--- src/rtl/tng_pkg.sv ---
package tng_pkg;

  // Fixed field widths
  localparam int WHITE_W  = 16;
  localparam int ROWS_W   = 40;
  localparam int MODE_W   = 2;
  localparam int REG_W    = 16;
  localparam int CFG_IDX_W = 2;
  localparam int KEY_W    = 5;
  localparam int MUL_AW   = 18;   // operand A of the shared multiplier
  localparam int WHITE_VW = 21;   // signed range of amplitude * white

  // Parameter defaults
  localparam int NUM_ROWS_DEF     = 5;
  localparam int ROW_SPAN_DEF     = 25;
  localparam int SAMPLE_WIDTH_DEF = 24;

  localparam int MAX_SUM_RESET = 90;

  // Tint modes
  localparam logic [MODE_W-1:0] MODE_WHITE = 2'd0;
  localparam logic [MODE_W-1:0] MODE_BROWN = 2'd1;
  localparam logic [MODE_W-1:0] MODE_PINK  = 2'd2;

  // Register indexes
  localparam logic [CFG_IDX_W-1:0] REG_TINT_MODE   = 2'd0;
  localparam logic [CFG_IDX_W-1:0] REG_AMPLITUDE   = 2'd1;
  localparam logic [CFG_IDX_W-1:0] REG_BROWN_ALPHA = 2'd2;
  localparam logic [CFG_IDX_W-1:0] REG_BROWN_GAIN  = 2'd3;

  // Reset values
  localparam logic [MODE_W-1:0] TINT_MODE_RST   = MODE_WHITE;
  localparam logic [REG_W-1:0]  AMPLITUDE_RST   = 16'd4096;
  localparam logic [REG_W-1:0]  BROWN_ALPHA_RST = 16'd921;
  localparam logic [REG_W-1:0]  BROWN_GAIN_RST  = 16'd25395;

  typedef struct packed {
    logic [MODE_W-1:0] tint_mode;
    logic [REG_W-1:0]  amplitude;
    logic [REG_W-1:0]  brown_alpha;
    logic [REG_W-1:0]  brown_gain;
  } tng_cfg_t;

  // byte mod span by eight compare-subtract steps
  function automatic logic [7:0] row_mod(input logic [7:0] b, input logic [7:0] span);
    logic [15:0] r;
    logic [15:0] t;
    r = {8'd0, b};
    for (int k = 7; k >= 0; k--) begin
      t = {8'd0, span} << k;
      if (r >= t) begin
        r = r - t;
      end
    end
    return r[7:0];
  endfunction

endpackage

--- src/rtl/tng_cfg.sv ---
module tng_cfg import tng_pkg::*; (
  input  logic                 clk,
  input  logic                 rst_n,
  input  logic                 cfg_valid,
  output logic                 cfg_ready,
  input  logic [CFG_IDX_W-1:0] cfg_index,
  input  logic [REG_W-1:0]     cfg_data,
  output tng_cfg_t             cfg
);

  tng_cfg_t cfg_r;

  assign cfg_ready = 1'b1;
  assign cfg       = cfg_r;

  always_ff @(posedge clk) begin
    if (!rst_n) begin
      cfg_r.tint_mode   <= TINT_MODE_RST;
      cfg_r.amplitude   <= AMPLITUDE_RST;
      cfg_r.brown_alpha <= BROWN_ALPHA_RST;
      cfg_r.brown_gain  <= BROWN_GAIN_RST;
    end else if (cfg_valid) begin
      case (cfg_index)
        REG_TINT_MODE:   cfg_r.tint_mode   <= cfg_data[MODE_W-1:0];
        REG_AMPLITUDE:   cfg_r.amplitude   <= cfg_data;
        REG_BROWN_ALPHA: cfg_r.brown_alpha <= cfg_data;
        REG_BROWN_GAIN:  cfg_r.brown_gain  <= cfg_data;
        default: ;
      endcase
    end
  end

endmodule

--- src/rtl/tng_mul.sv ---
module tng_mul import tng_pkg::*; #(
  parameter int BW = 25
) (
  input  logic                           clk,
  input  logic                           en,
  input  logic signed [MUL_AW-1:0]       op_a,
  input  logic signed [BW-1:0]           op_b,
  output logic signed [MUL_AW+BW-1:0]    prod
);

  logic signed [MUL_AW+BW-1:0] prod_r;

  assign prod = prod_r;

  always_ff @(posedge clk) begin
    if (en) begin
      prod_r <= op_a * op_b;
    end
  end

endmodule

--- src/rtl/tng_div.sv ---
module tng_div import tng_pkg::*; #(
  parameter int NW = 31,   // dividend / quotient width
  parameter int DW = 11    // divisor width
) (
  input  logic          clk,
  input  logic          rst_n,
  input  logic          start,
  input  logic [NW-1:0] dividend,
  input  logic [DW-1:0] divisor,
  output logic          busy,
  output logic [NW-1:0] quotient
);

  localparam int CW = $clog2(NW + 1);

  logic          busy_r;
  logic [CW-1:0] cnt_r;
  logic [DW-1:0] rem_r;
  logic [NW-1:0] quo_r;
  logic [DW-1:0] dvs_r;
  logic [DW:0]   trial;
  logic          ge;
  logic [DW:0]   diff;

  assign trial    = {rem_r, quo_r[NW-1]};
  assign ge       = trial >= {1'b0, dvs_r};
  assign diff     = trial - {1'b0, dvs_r};
  assign busy     = busy_r;
  assign quotient = quo_r;

  always_ff @(posedge clk) begin
    if (!rst_n) begin
      busy_r <= 1'b0;
      cnt_r  <= '0;
    end else if (start) begin
      busy_r <= 1'b1;
      cnt_r  <= CW'(NW);
    end else if (busy_r) begin
      cnt_r <= cnt_r - 1'b1;
      if (cnt_r == CW'(1)) begin
        busy_r <= 1'b0;
      end
    end
  end

  // one quotient bit per cycle, restoring
  always_ff @(posedge clk) begin
    if (start) begin
      rem_r <= '0;
      quo_r <= dividend;
      dvs_r <= divisor;
    end else if (busy_r) begin
      rem_r <= ge ? diff[DW-1:0] : trial[DW-1:0];
      quo_r <= {quo_r[NW-2:0], ge};
    end
  end

endmodule

--- src/rtl/tinted_noise_generator.sv ---
// Tinted noise generator: one signed Q8.15 noise sample per input request.
// Input channel (in_valid / in_stall): a 16-bit uniform value and one random
// byte per pink row. Result channel (out_valid / out_stall): the sample and a
// clip flag. cfg_* writes tint_mode, amplitude, brown_alpha, brown_gain; it is
// always ready and must only be written while no request is in flight.
// A request is worked on through one shared multiplier (and, in pink mode, a
// bit-serial divider) under a small sequencer; in_stall is high meanwhile.
// The pink divider is QW = row-sum width + 21 bits wide (28 at defaults).
// The pink row pass takes one row per cycle; the divider one bit per cycle.
// A new request is accepted as soon as the sequencer is idle, even while
// the previous result still waits in the output register; if the receiver
// stalls, the finished sample parks in the sequencer until that register
// frees. Reset (synchronous, rst_n low) restores register defaults, clears
// the pink key, rows and brown filter memory, and sets the running row-sum
// maximum to 90.
module tinted_noise_generator import tng_pkg::*; #(
  parameter int NUM_ROWS     = NUM_ROWS_DEF,
  parameter int ROW_SPAN     = ROW_SPAN_DEF,
  parameter int SAMPLE_WIDTH = SAMPLE_WIDTH_DEF
) (
  input  logic                           clk,
  input  logic                           rst_n,
  input  logic                           in_valid,
  output logic                           in_stall,
  input  logic [WHITE_W-1:0]             in_white_random,
  input  logic [ROWS_W-1:0]              in_row_randoms,
  output logic                           out_valid,
  input  logic                           out_stall,
  output logic signed [SAMPLE_WIDTH-1:0] out_sample,
  output logic                           out_clipped,
  input  logic                           cfg_valid,
  output logic                           cfg_ready,
  input  logic [CFG_IDX_W-1:0]           cfg_index,
  input  logic [REG_W-1:0]               cfg_data
);

  localparam int SW     = SAMPLE_WIDTH;
  localparam int MB     = ((SW > WHITE_VW) ? SW : WHITE_VW) + 1;  // multiplier B width
  localparam int PW     = MUL_AW + MB;                            // product width
  localparam int AW     = PW + 1;                                 // working width
  localparam int RVW    = $clog2(ROW_SPAN);
  localparam int SUMX   = NUM_ROWS * (ROW_SPAN - 1);
  localparam int SUMW   = ($clog2(SUMX + 1) > 7) ? $clog2(SUMX + 1) : 7;
  localparam int QW     = SUMW + 21;                              // divider width
  localparam int ROW_IW = (NUM_ROWS > 1) ? $clog2(NUM_ROWS) : 1;

  localparam logic signed [AW-1:0] SAT_HI = {{(AW - SW + 1){1'b0}}, {(SW - 1){1'b1}}};
  localparam logic signed [AW-1:0] SAT_LO = ~SAT_HI;

  // sequencer states
  localparam logic [3:0] S_IDLE      = 4'd0;
  localparam logic [3:0] S_WMUL      = 4'd1;
  localparam logic [3:0] S_WRND      = 4'd2;
  localparam logic [3:0] S_BR_A      = 4'd3;
  localparam logic [3:0] S_BR_B      = 4'd4;
  localparam logic [3:0] S_BR_M      = 4'd5;
  localparam logic [3:0] S_BR_G      = 4'd6;
  localparam logic [3:0] S_BR_RND    = 4'd7;
  localparam logic [3:0] S_PK_ROW    = 4'd8;
  localparam logic [3:0] S_PK_MAX    = 4'd9;
  localparam logic [3:0] S_PK_MUL    = 4'd10;
  localparam logic [3:0] S_PK_DIVSET = 4'd11;
  localparam logic [3:0] S_PK_DIV    = 4'd12;
  localparam logic [3:0] S_OUT       = 4'd13;

  // round to nearest (ties up) after an arithmetic right shift
  function automatic logic signed [AW-1:0] rnd_fn(input logic signed [AW-1:0] x,
                                                  input int sh);
    logic signed [AW-1:0] h;
    logic signed [AW-1:0] s;
    h = $signed(AW'(1) << (sh - 1));
    s = x + h;
    return s >>> sh;
  endfunction

  // clamp to SW bits; top bit is the clip flag
  function automatic logic [SW:0] sat_fn(input logic signed [AW-1:0] x);
    logic [SW:0] r;
    if (x > SAT_HI) begin
      r = {1'b1, SAT_HI[SW-1:0]};
    end else if (x < SAT_LO) begin
      r = {1'b1, SAT_LO[SW-1:0]};
    end else begin
      r = {1'b0, x[SW-1:0]};
    end
    return r;
  endfunction

  tng_cfg_t cfg;

  logic [3:0] state_r;
  logic [3:0] state_nxt;

  // request payload
  logic [WHITE_W-1:0] white_r;
  logic [ROWS_W-1:0]  rows_r;

  // pink state
  logic [KEY_W-1:0]  key_r;
  logic [KEY_W-1:0]  diff_r;
  logic [RVW-1:0]    row_r [NUM_ROWS];
  logic [ROW_IW-1:0] row_idx_r;
  logic [SUMW-1:0]   sum_r;
  logic [SUMW-1:0]   max_r;

  // brown filter memory
  logic signed [SW-1:0] brown_mem_r;

  // working value and pink sign
  logic signed [AW-1:0] res_r;
  logic                 neg_r;

  // result register
  logic                 out_valid_r;
  logic signed [SW-1:0] out_sample_r;
  logic                 out_clipped_r;

  logic                        in_acc;
  logic                        out_load;
  logic                        mul_en;
  logic signed [MUL_AW-1:0]    mul_a;
  logic signed [MB-1:0]        mul_b;
  logic signed [PW-1:0]        prod;
  logic signed [AW-1:0]        pext;
  logic signed [AW-1:0]        brown_sum;
  logic [SW:0]                 brown_sat;
  logic [SW:0]                 out_sat;
  logic [7:0]                  row_byte;
  logic [RVW-1:0]              row_new;
  logic [SUMW-1:0]             max_new;
  logic signed [AW-1:0]        nsum;
  logic [QW-1:0]               div_dividend;
  logic                        div_start;
  logic                        div_busy;
  logic [QW-1:0]               div_quo;
  logic signed [AW-1:0]        qx;

  tng_cfg u_cfg (
    .clk       (clk),
    .rst_n     (rst_n),
    .cfg_valid (cfg_valid),
    .cfg_ready (cfg_ready),
    .cfg_index (cfg_index),
    .cfg_data  (cfg_data),
    .cfg       (cfg)
  );

  tng_mul #(.BW(MB)) u_mul (
    .clk  (clk),
    .en   (mul_en),
    .op_a (mul_a),
    .op_b (mul_b),
    .prod (prod)
  );

  tng_div #(.NW(QW), .DW(SUMW + 1)) u_div (
    .clk      (clk),
    .rst_n    (rst_n),
    .start    (div_start),
    .dividend (div_dividend),
    .divisor  ({max_r, 1'b0}),
    .busy     (div_busy),
    .quotient (div_quo)
  );

  assign in_stall    = (state_r != S_IDLE);
  assign in_acc      = in_valid && (state_r == S_IDLE);
  assign out_load    = (state_r == S_OUT) && (!out_valid_r || !out_stall);
  assign out_valid   = out_valid_r;
  assign out_sample  = out_sample_r;
  assign out_clipped = out_clipped_r;

  assign pext = $signed({prod[PW-1], prod});

  // shared multiplier operand select
  always_comb begin
    mul_en = 1'b1;
    mul_a  = '0;
    mul_b  = '0;
    case (state_r)
      S_WMUL: begin
        mul_a = $signed({2'b00, cfg.amplitude});
        // r - 32768 is r with its top bit flipped, read as signed
        mul_b = $signed({{(MB - WHITE_W){~white_r[WHITE_W-1]}}, ~white_r[WHITE_W-1],
                         white_r[WHITE_W-2:0]});
      end
      S_BR_A: begin
        mul_a = $signed({2'b00, cfg.brown_alpha});
        mul_b = res_r[MB-1:0];
      end
      S_BR_B: begin
        mul_a = $signed({1'b0, 17'(17'h10000 - {1'b0, cfg.brown_alpha})});
        mul_b = $signed({{(MB - SW){brown_mem_r[SW-1]}}, brown_mem_r});
      end
      S_BR_G: begin
        mul_a = $signed({2'b00, cfg.brown_gain});
        mul_b = $signed({{(MB - SW){brown_mem_r[SW-1]}}, brown_mem_r});
      end
      S_PK_MUL: begin
        mul_a = $signed({2'b00, cfg.amplitude});
        mul_b = res_r[MB-1:0];
      end
      default: mul_en = 1'b0;
    endcase
  end

  // brown: m' = (alpha*w + (1-alpha)*m) / 2^16, rounded and clamped
  assign brown_sum = res_r + pext;
  assign brown_sat = sat_fn(rnd_fn(brown_sum, 16));

  // pink row update
  assign row_byte = rows_r[{row_idx_r, 3'b000} +: 8];
  assign row_new  = diff_r[row_idx_r] ? RVW'(row_mod(row_byte, 8'(ROW_SPAN)))
                                      : row_r[row_idx_r];
  assign max_new  = (sum_r > max_r) ? sum_r : max_r;

  // pink divide: floor((2*num + max) / (2*max)), num = amp * (2sum - max) * 8
  assign nsum         = $signed({pext[AW-5:0], 4'b0000})
                      + $signed({{(AW - SUMW){1'b0}}, max_r});
  assign div_dividend = nsum[AW-1] ? QW'(~nsum) : QW'(nsum);
  assign div_start    = (state_r == S_PK_DIVSET);
  assign qx           = $signed({{(AW - QW){1'b0}}, div_quo});

  assign out_sat = sat_fn(res_r);

  // sequencer
  always_comb begin
    state_nxt = state_r;
    case (state_r)
      S_IDLE: begin
        if (in_valid) begin
          state_nxt = (cfg.tint_mode == MODE_PINK) ? S_PK_ROW : S_WMUL;
        end
      end
      S_WMUL:   state_nxt = S_WRND;
      S_WRND:   state_nxt = (cfg.tint_mode == MODE_BROWN) ? S_BR_A : S_OUT;
      S_BR_A:   state_nxt = S_BR_B;
      S_BR_B:   state_nxt = S_BR_M;
      S_BR_M:   state_nxt = S_BR_G;
      S_BR_G:   state_nxt = S_BR_RND;
      S_BR_RND: state_nxt = S_OUT;
      S_PK_ROW: begin
        if (row_idx_r == ROW_IW'(NUM_ROWS - 1)) begin
          state_nxt = S_PK_MAX;
        end
      end
      S_PK_MAX:    state_nxt = S_PK_MUL;
      S_PK_MUL:    state_nxt = S_PK_DIVSET;
      S_PK_DIVSET: state_nxt = S_PK_DIV;
      S_PK_DIV: begin
        if (!div_busy) begin
          state_nxt = S_OUT;
        end
      end
      S_OUT: begin
        if (out_load) begin
          state_nxt = S_IDLE;
        end
      end
      default: state_nxt = S_IDLE;
    endcase
  end

  // control and persistent state
  always_ff @(posedge clk) begin
    if (!rst_n) begin
      state_r     <= S_IDLE;
      out_valid_r <= 1'b0;
      key_r       <= '0;
      max_r       <= SUMW'(MAX_SUM_RESET);
      brown_mem_r <= '0;
      row_idx_r   <= '0;
      sum_r       <= '0;
      for (int i = 0; i < NUM_ROWS; i++) begin
        row_r[i] <= '0;
      end
    end else begin
      state_r <= state_nxt;

      if (out_load) begin
        out_valid_r <= 1'b1;
      end else if (!out_stall) begin
        out_valid_r <= 1'b0;
      end

      // key advances once per pink request, wraps at 31
      if (in_acc && (cfg.tint_mode == MODE_PINK)) begin
        key_r     <= key_r + 1'b1;
        row_idx_r <= '0;
        sum_r     <= '0;
      end

      if (state_r == S_PK_ROW) begin
        row_r[row_idx_r] <= row_new;
        sum_r            <= sum_r + SUMW'(row_new);
        row_idx_r        <= row_idx_r + 1'b1;
      end

      if (state_r == S_PK_MAX) begin
        max_r <= max_new;
      end

      if (state_r == S_BR_M) begin
        brown_mem_r <= brown_sat[SW-1:0];
      end
    end
  end

  // datapath registers
  always_ff @(posedge clk) begin
    if (in_acc) begin
      white_r <= in_white_random;
      rows_r  <= in_row_randoms;
      diff_r  <= key_r ^ (key_r + 1'b1);
    end

    case (state_r)
      S_WRND:   res_r <= rnd_fn(pext, 12);
      S_BR_B:   res_r <= pext;                     // alpha * w, held for the add
      S_BR_RND: res_r <= rnd_fn(pext, 12);
      S_PK_MAX: res_r <= $signed({{(AW - SUMW - 1){1'b0}}, sum_r, 1'b0})
                       - $signed({{(AW - SUMW){1'b0}}, max_new});
      S_PK_DIVSET: neg_r <= nsum[AW-1];
      S_PK_DIV: begin
        if (!div_busy) begin
          res_r <= neg_r ? ~qx : qx;               // floor for a negative dividend
        end
      end
      default: ;
    endcase

    if (out_load) begin
      out_sample_r  <= out_sat[SW-1:0];
      out_clipped_r <= out_sat[SW];
    end
  end

endmodule
--- config.mk ---
export PLATFORM = sky130hd
export DESIGN_NAME = tinted_noise_generator
export DESIGN_NICKNAME = d
export VERILOG_FILES = /design/src/rtl/tng_pkg.sv /design/src/rtl/tng_cfg.sv /design/src/rtl/tng_mul.sv /design/src/rtl/tng_div.sv /design/src/rtl/tinted_noise_generator.sv
export SDC_FILE = /design/constraint.sdc
export NUM_CORES = 2
export LEC_CHECK = 0
export BUFFER_PORTS_ARGS = -buffer_cell sky130_fd_sc_hd__buf_2
export CAP_MARGIN = 15
export CORE_MARGIN = 2
export CORE_UTILIZATION = 25
export DETAILED_ROUTE_END_ITERATION = 10
export HOLD_SLACK_MARGIN = 0.06
export PLACE_DENSITY = 0.47
export SKIP_CTS_REPAIR_TIMING = 1
export SYNTH_ARGS = -nofsm -noshare
export SYNTH_HDL_FRONTEND = slang
export SYNTH_SLANG_ARGS = --single-unit
--- constraint.sdc ---
create_clock -name clk -period 16.2 [get_ports clk]
set_input_delay 2.43 -clock clk [delete_from_list [all_inputs] [get_ports clk]]
set_output_delay 2.43 -clock clk [all_outputs]
set_load 0.02 [all_outputs]
Yosys cells after proc, flatten, opt, wreduce, memory -nomap -nowiden --
Memories as Yosys holds them, arrays and structs flattened. A register that Yosys moved wholly into a read port is not among the register bits. Cells that the tools add are included.
Operators by class: add/sub/neg operators 15, multipliers 1, magnitude comparators 11, eq/ne operators 25, shifts and indexed selects 1, mux-type cells 48, bitwise operators 5, reductions and logical operators 25
Operators by type and width (count):
- $pmux W44 S4 | 1
- $mux W44 | 2
- $mux W28 | 3
- $pmux W25 S3 | 1
- $pmux W17 S4 | 1
- $pmux W4 S14 | 1
- $mux W16 | 3
- $mux W24 | 2
- $add A43 B13 Y44 const B | 1
- $add A44 B17 Y44 const B | 1
- $add A44 B43 Y44 | 1
- $add A44 B8 Y44 | 1
- $gt A44 B24 Y1 const B | 1
- $lt A44 B24 Y1 const B | 1
- $not A28 Y44 | 1
- $mul A18 B25 Y43 | 1
- $shiftx A40 B7 Y8 | 1
- $gt A28 B24 Y1 const B | 1
- $lt A28 B24 Y1 const B | 1
- $not A28 Y28 | 1
- $mux W25 | 1
- $mux W5 | 5
- $eq A4 B4 Y1 const B | 6
- $mux W4 | 6
- 45 further kinds | 87
Storage, ports and cells: bits in registers 324, bits in writable memories 25, output and inout bits 28, memories 1
Memory list:
- row_r | depth 5, bits a word 5, rd ports 1, clocked after Yosys merged registers in 1, write ports 5, RTL line tinted_noise_generator.sv:101 | logic [RVW-1:0] row_r [NUM_ROWS];

Logic depth before layout (Yosys ltp) --
depth in word-level cells 12, gate-level depth with buffers 38, mapped depth without buffers 35

Cells and area by module --
Synthesis repeated with hierarchy kept, for this count alone.
Second synthesis, totals: cells, all modules 3830, area total of the unflattened synthesis 37131.9 µm²
By module, submodules not included:
- tng_mul | times used 1, cells each 1859, area an instance 17196.5 µm², seq. area each 1291.2 µm²
- tinted_noise_generator | times used 1, cells each 1582, area an instance 15504.9 µm², seq. area each 6135.9 µm²
- tng_div | times used 1, cells each 189, area an instance 2454.9 µm², seq. area each 1361.3 µm²
- tng_cfg | times used 1, cells each 200, area an instance 1975.6 µm², seq. area each 1001.0 µm²

Worst setup path before layout --
OpenSTA, ideal clock, no wires.
kind register -> register, from register u_cfg.cfg_r, in the netlist u_cfg.cfg[20], to register u_mul.prod_r[42] (netlist: u_mul.prod[42]), data pin, setup time 260 ps, arrival time 7744 ps, required time 15940 ps, setup slack 8196 ps, stages on the path, launching flop included 32, period minus slack after synthesis 8004 ps, cells stage by stage dfxtp_1 > clkbuf_1 > or4_1 > nor4_1 > nand2_1 > xor2_1 > a221oi_1 > clkbuf_1 > nor2_1 > fa_1 > fa_1 > inv_1 > fa_1 > inv_1 > fa_1 > inv_1 > fa_1 > inv_1 > fa_1 > ha_1 > a21o_1 > a21oi_1 > nor2b_1 > a31oi_1 > a211oi_1 > nor2_1 > a211o_1 > or3_1 > a31oi_1 > a21o_1 > a21oi_1 > xnor2_1
Between the ends: word-level cells in the longest chain between the ends 3
Ends and longest elaborated chain:
- start, declared | RTL line tng_cfg.sv:11 | tng_cfg_t cfg_r;
- $sub A17 B16 Y17 | RTL line tinted_noise_generator.sv:192 | mul_a = $signed({1'b0, 17'(17'h10000 - {1'b0, cfg.brown_alpha})});
- $pmux W17 S4 * | RTL line tinted_noise_generator.sv:180 | case (state_r)
- $mul A18 B25 Y43 * | RTL line tng_mul.sv:17 | prod_r <= op_a * op_b;
- end signal, assigned | RTL line tng_mul.sv:17
- end, declared | RTL line tng_mul.sv:11 | logic signed [MUL_AW+BW-1:0] prod_r;
Every way passes the cells marked *; elsewhere a longest branch is shown, timed or not. A chain may end at the register's enable or synchronous reset.

Worst setup path in the final report --
from register state_r[1], to register u_mul.prod_r[42] (netlist: u_mul.prod[42]), data pin
Between the ends: word-level cells in the longest chain between the ends 4
Ends and longest elaborated chain:
- start, declared | RTL line tinted_noise_generator.sv:91 | logic [3:0] state_r;
- start signal, assigned | RTL line tinted_noise_generator.sv:278 | state_r <= state_nxt;
- $eq A4 B4 Y1 (tied with other cells) | RTL line tinted_noise_generator.sv:180
- $reduce_or A2 Y1 (no line)
- $pmux W17 S4 / $pmux W25 S3 (equally long branches) | RTL line tinted_noise_generator.sv:180
- $mul A18 B25 Y43 * | RTL line tng_mul.sv:17
Marks and branches as above.

==> impl_metrics.ini <==
[outcome]
run_status = finished clean

[synth]
synthArstFlopShare_pct = 0
yosys.area.top_type_share_pct = 23.7
ys_warn_count = 0
synth_nets = 4468
netlist_top_cells_area = fa_1, edfxtp_1, ha_1
ys.flop_type = edfxtp_1
synth-seq-cells = 364
synth_area_um2 = 35400
seq_area_frac_synth_pct = 27.5
yosysUniqueCellTypes = 98
syn_inst = 3742
synth_enable_flop_cells = 247
synth_area_per_cell_um2 = 9.47
synth_top_area_cell = fa_1

[global_routing]
grt_pass1_wl_um = 165000
grt_util_met1_pct = 19.5
grt_start_max_net_pins = 104
globalRouteMet3Util_pct = 1.05
grt_pass1_vias = 27400
use_met2_pct = 25.6
grt_usage_pct = 14.6
busiest_layer = met2
antenna_found_initial = 2
overflow = 0

[clocking]
cts.clk_slew.worst_paths_ns = 0.06
cts_buffers = 44
cts_buffer_depth = 3
cts_tree = built
clk_latency_ns = 0.62
clock-sinks = 364
h-tree-depth = 2
clock_tree.root_cell = clkbuf_16

[power_and_ir_drop]
clkPwrFrac_pct = 16.1
p_seq_share_pct = 27.3
switching_share_pct = 47.6
pwr-share-comb_pct = 56.6
peakVddDrop_v = 0.0000862
total_power_mw = 6.26
power_density_nw_per_um2 = 158
p_sw_mw = 2.98
power_leakage_nw = 16.8
p_int_mw = 3.28

[timing]
max_freq_ghz = 0.110
finalSetupTns_ns = 0
finalCritPeriodShare_pct = 56.0
skew_ns = 0.0422
rsz0062_at_grt = no
period_needed_ns = 9.08
hold_ws_ns = 0.472
relSlewSlack_pct = 28.6
setup_viol = 0
worst_pin_slew_ns = 1.07
finalHoldViolCount = 0
slew_violations = 0

[place]
placedInstanceArea_um2 = 38100
gp_congestion = 0.832
placed_cells = 5612
dp_hpwl_um = 82400
portBuffers = 105

[layout]
finalNonFillerCells = 5696
final_layout_size_suffix_gt1_share_pct = 7.88
final_area_um2 = 39600
area_growth_pct = 11.7
final_nets = 4496
n_antenna_cell = 0

[critical_path]
crit_family = adder cells
cp_slowest_cell = a221o_1
critical_path_arrival_ns = 9.44
cp_common_cell = fa_1
crit_buf_inv = 3
slowest_delay_ns = 0.85
crit_type = reg2reg
endpoint_kind = register
path_max_fanout = 22
worstPathRequired_ns = 16.56
start_kind = register
reg2reg_setup_slack_ns = 7.12

[floorplanning]
rows = 138
ios = 107
die_y_um = 381
dieArea_um2 = 145000
start_util_pct = 25.1
core_um2 = 141000
chipWidth_um = 381

[route]
ant_nets = 0
via_per_inst = 4.59
drcViolationCount = 0
wire_per_inst_um = 18.3
drt_iter0_drc = 1664
dr.pass1.iters = 6
routed_wl_um = 104000
vias = 26100

[min_path]
hp-class = reg2reg

[flow_run]
maxCapViolCount = 0
[sequential cells by signal, summed over array words and instances (netlist names), 5 cells and up, named ones only]
| name | cells |
|---|---|
| rows_r | 40 |
| sum_r | 7 |
| u_div.rem_r | 8 |
| out_sample | 24 |
| res_r | 43 |
| white_r | 16 |
| brown_mem_r | 24 |
| u_div.quotient | 28 |
| row_r | 40 |
| u_cfg.cfg | 50 |
| u_div.cnt_r | 5 |
| max_r | 7 |
| u_mul.prod | 43 |
| u_div.dvs_r | 7 |
[power groups by stage]
stage	combinational (mW)	sequential, mW	clock [mW]
after floorplan	2.72	1.50	0
after CTS	3.57	1.71	1.04
after global routing	3.99	1.73	1.07
final	3.54	1.71	1.01
after detailed placement	3.54	1.72	0
after global placement	3.54	1.72	0
[worst paths after layout]
path | from | end | cells after the start
setup / recovery | state_r[1]$_SDFFE_PN0P_ | u_mul.prod[42]$_DFFE_PP_ | 26
hold / removal | u_div.rem_r[7]$_SDFFE_PP0P_ | u_div.rem_r[7]$_SDFFE_PP0P_ | 2
setup reg to reg | state_r[1]$_SDFFE_PN0P_ | u_mul.prod[42]$_DFFE_PP_ | 26
hold reg to reg | u_div.rem_r[7]$_SDFFE_PP0P_ | u_div.rem_r[7]$_SDFFE_PP0P_ | 2
[kinds of logic after synthesis]
group                    share of synthesized area (%)
AO/OA/AOI/OAI                                     12.0
multiplexers                                      1.66
AND/OR/NAND/NOR                                   14.3
flip-flops                                        27.5
other                                           0.0106
XOR/XNOR                                          5.19
buffers and inverters                             7.50
adder cells (fa/ha/maj)                           31.8
[placed cells by master, fill, tap and decap left out, drive strengths merged, types with 9 or more instances in the layout]
cell type / synthesis / final
o211ai: 13 / 13
nor4: 16 / 16
a21o: 71 / 71
inv: 524 / 528
buf: 19 / 150
clkinv: 0 / 11
nand2b: 34 / 34
and2: 35 / 35
a31o: 10 / 10
a21boi: 53 / 53
nor3: 31 / 31
edfxtp: 247 / 247
dfxtp: 117 / 117
o21ai: 106 / 106
or3: 9 / 9
a21oi: 144 / 144
mux4: 10 / 10
nor2b: 30 / 30
a22oi: 24 / 24
a31oi: 23 / 23
a22o: 10 / 10
a221oi: 25 / 25
a211oi: 13 / 13
fa: 420 / 420
nand3: 62 / 62
nand2: 587 / 587
and3: 36 / 36
clkbuf: 149 / 65
mux2i: 34 / 34
ha: 227 / 227
o21a: 9 / 9
o22ai: 11 / 11
or2: 13 / 13
a222oi: 12 / 12
xor2: 82 / 82
a221o: 16 / 16
nor2: 288 / 288
nand4: 17 / 17
xnor2: 128 / 128
[Yosys cell counts (all sizes together), types with 5 or more instances]
master	number
nand2	587
inv	524
fa	420
nor2	288
edfxtp	247
ha	227
clkbuf	149
a21oi	144
xnor2	128
dfxtp	117
o21ai	106
xor2	82
a21o	71
nand3	62
a21boi	53
and3	36
and2	35
mux2i	34
nand2b	34
nor3	31
nor2b	30
a221oi	25
a22oi	24
a31oi	23
buf	19
nand4	17
a221o	16
nor4	16
a211oi	13
o211ai	13
or2	13
a222oi	12
o22ai	11
a22o	10
a31o	10
mux4	10
o21a	9
or3	9
o21bai	7
nand3b	6
o2111ai	6
o22a	6
o211a	5
o221ai	5
[cell type report]
type,instances,area (µm²)
flip-flops and latches,364,9760
clock inverters,17,154
multi-input cells,2686,23200
well taps,1890,2360
clock buffers,65,1290
fillers,15000,101000
repair buffers,150,906
inverters,524,1970
[worst min-delay path: stages (launching register included)]
cell and delay [ns]:
dfxtp_1 0.31, inv_1 0.05, o22ai_1 0.07
[routing by layer]
layer	vias up	routed length (µm)
met1	13200	47100
li1	12400	-
met2	439	52000
met4	2	1990
met3	94	3310
met5	-	13
[per-stage QoR]
step | worst slack [ns] | util (%)
after floorplan | 8.20 | -
after global placement | 6.98 | 27.0
after detailed placement | 6.84 | 27.0
after CTS | 6.86 | 28.0
after global routing | 6.47 | 28.1
final | 7.12 | 28.1
(Power assumes the default switching activity.)
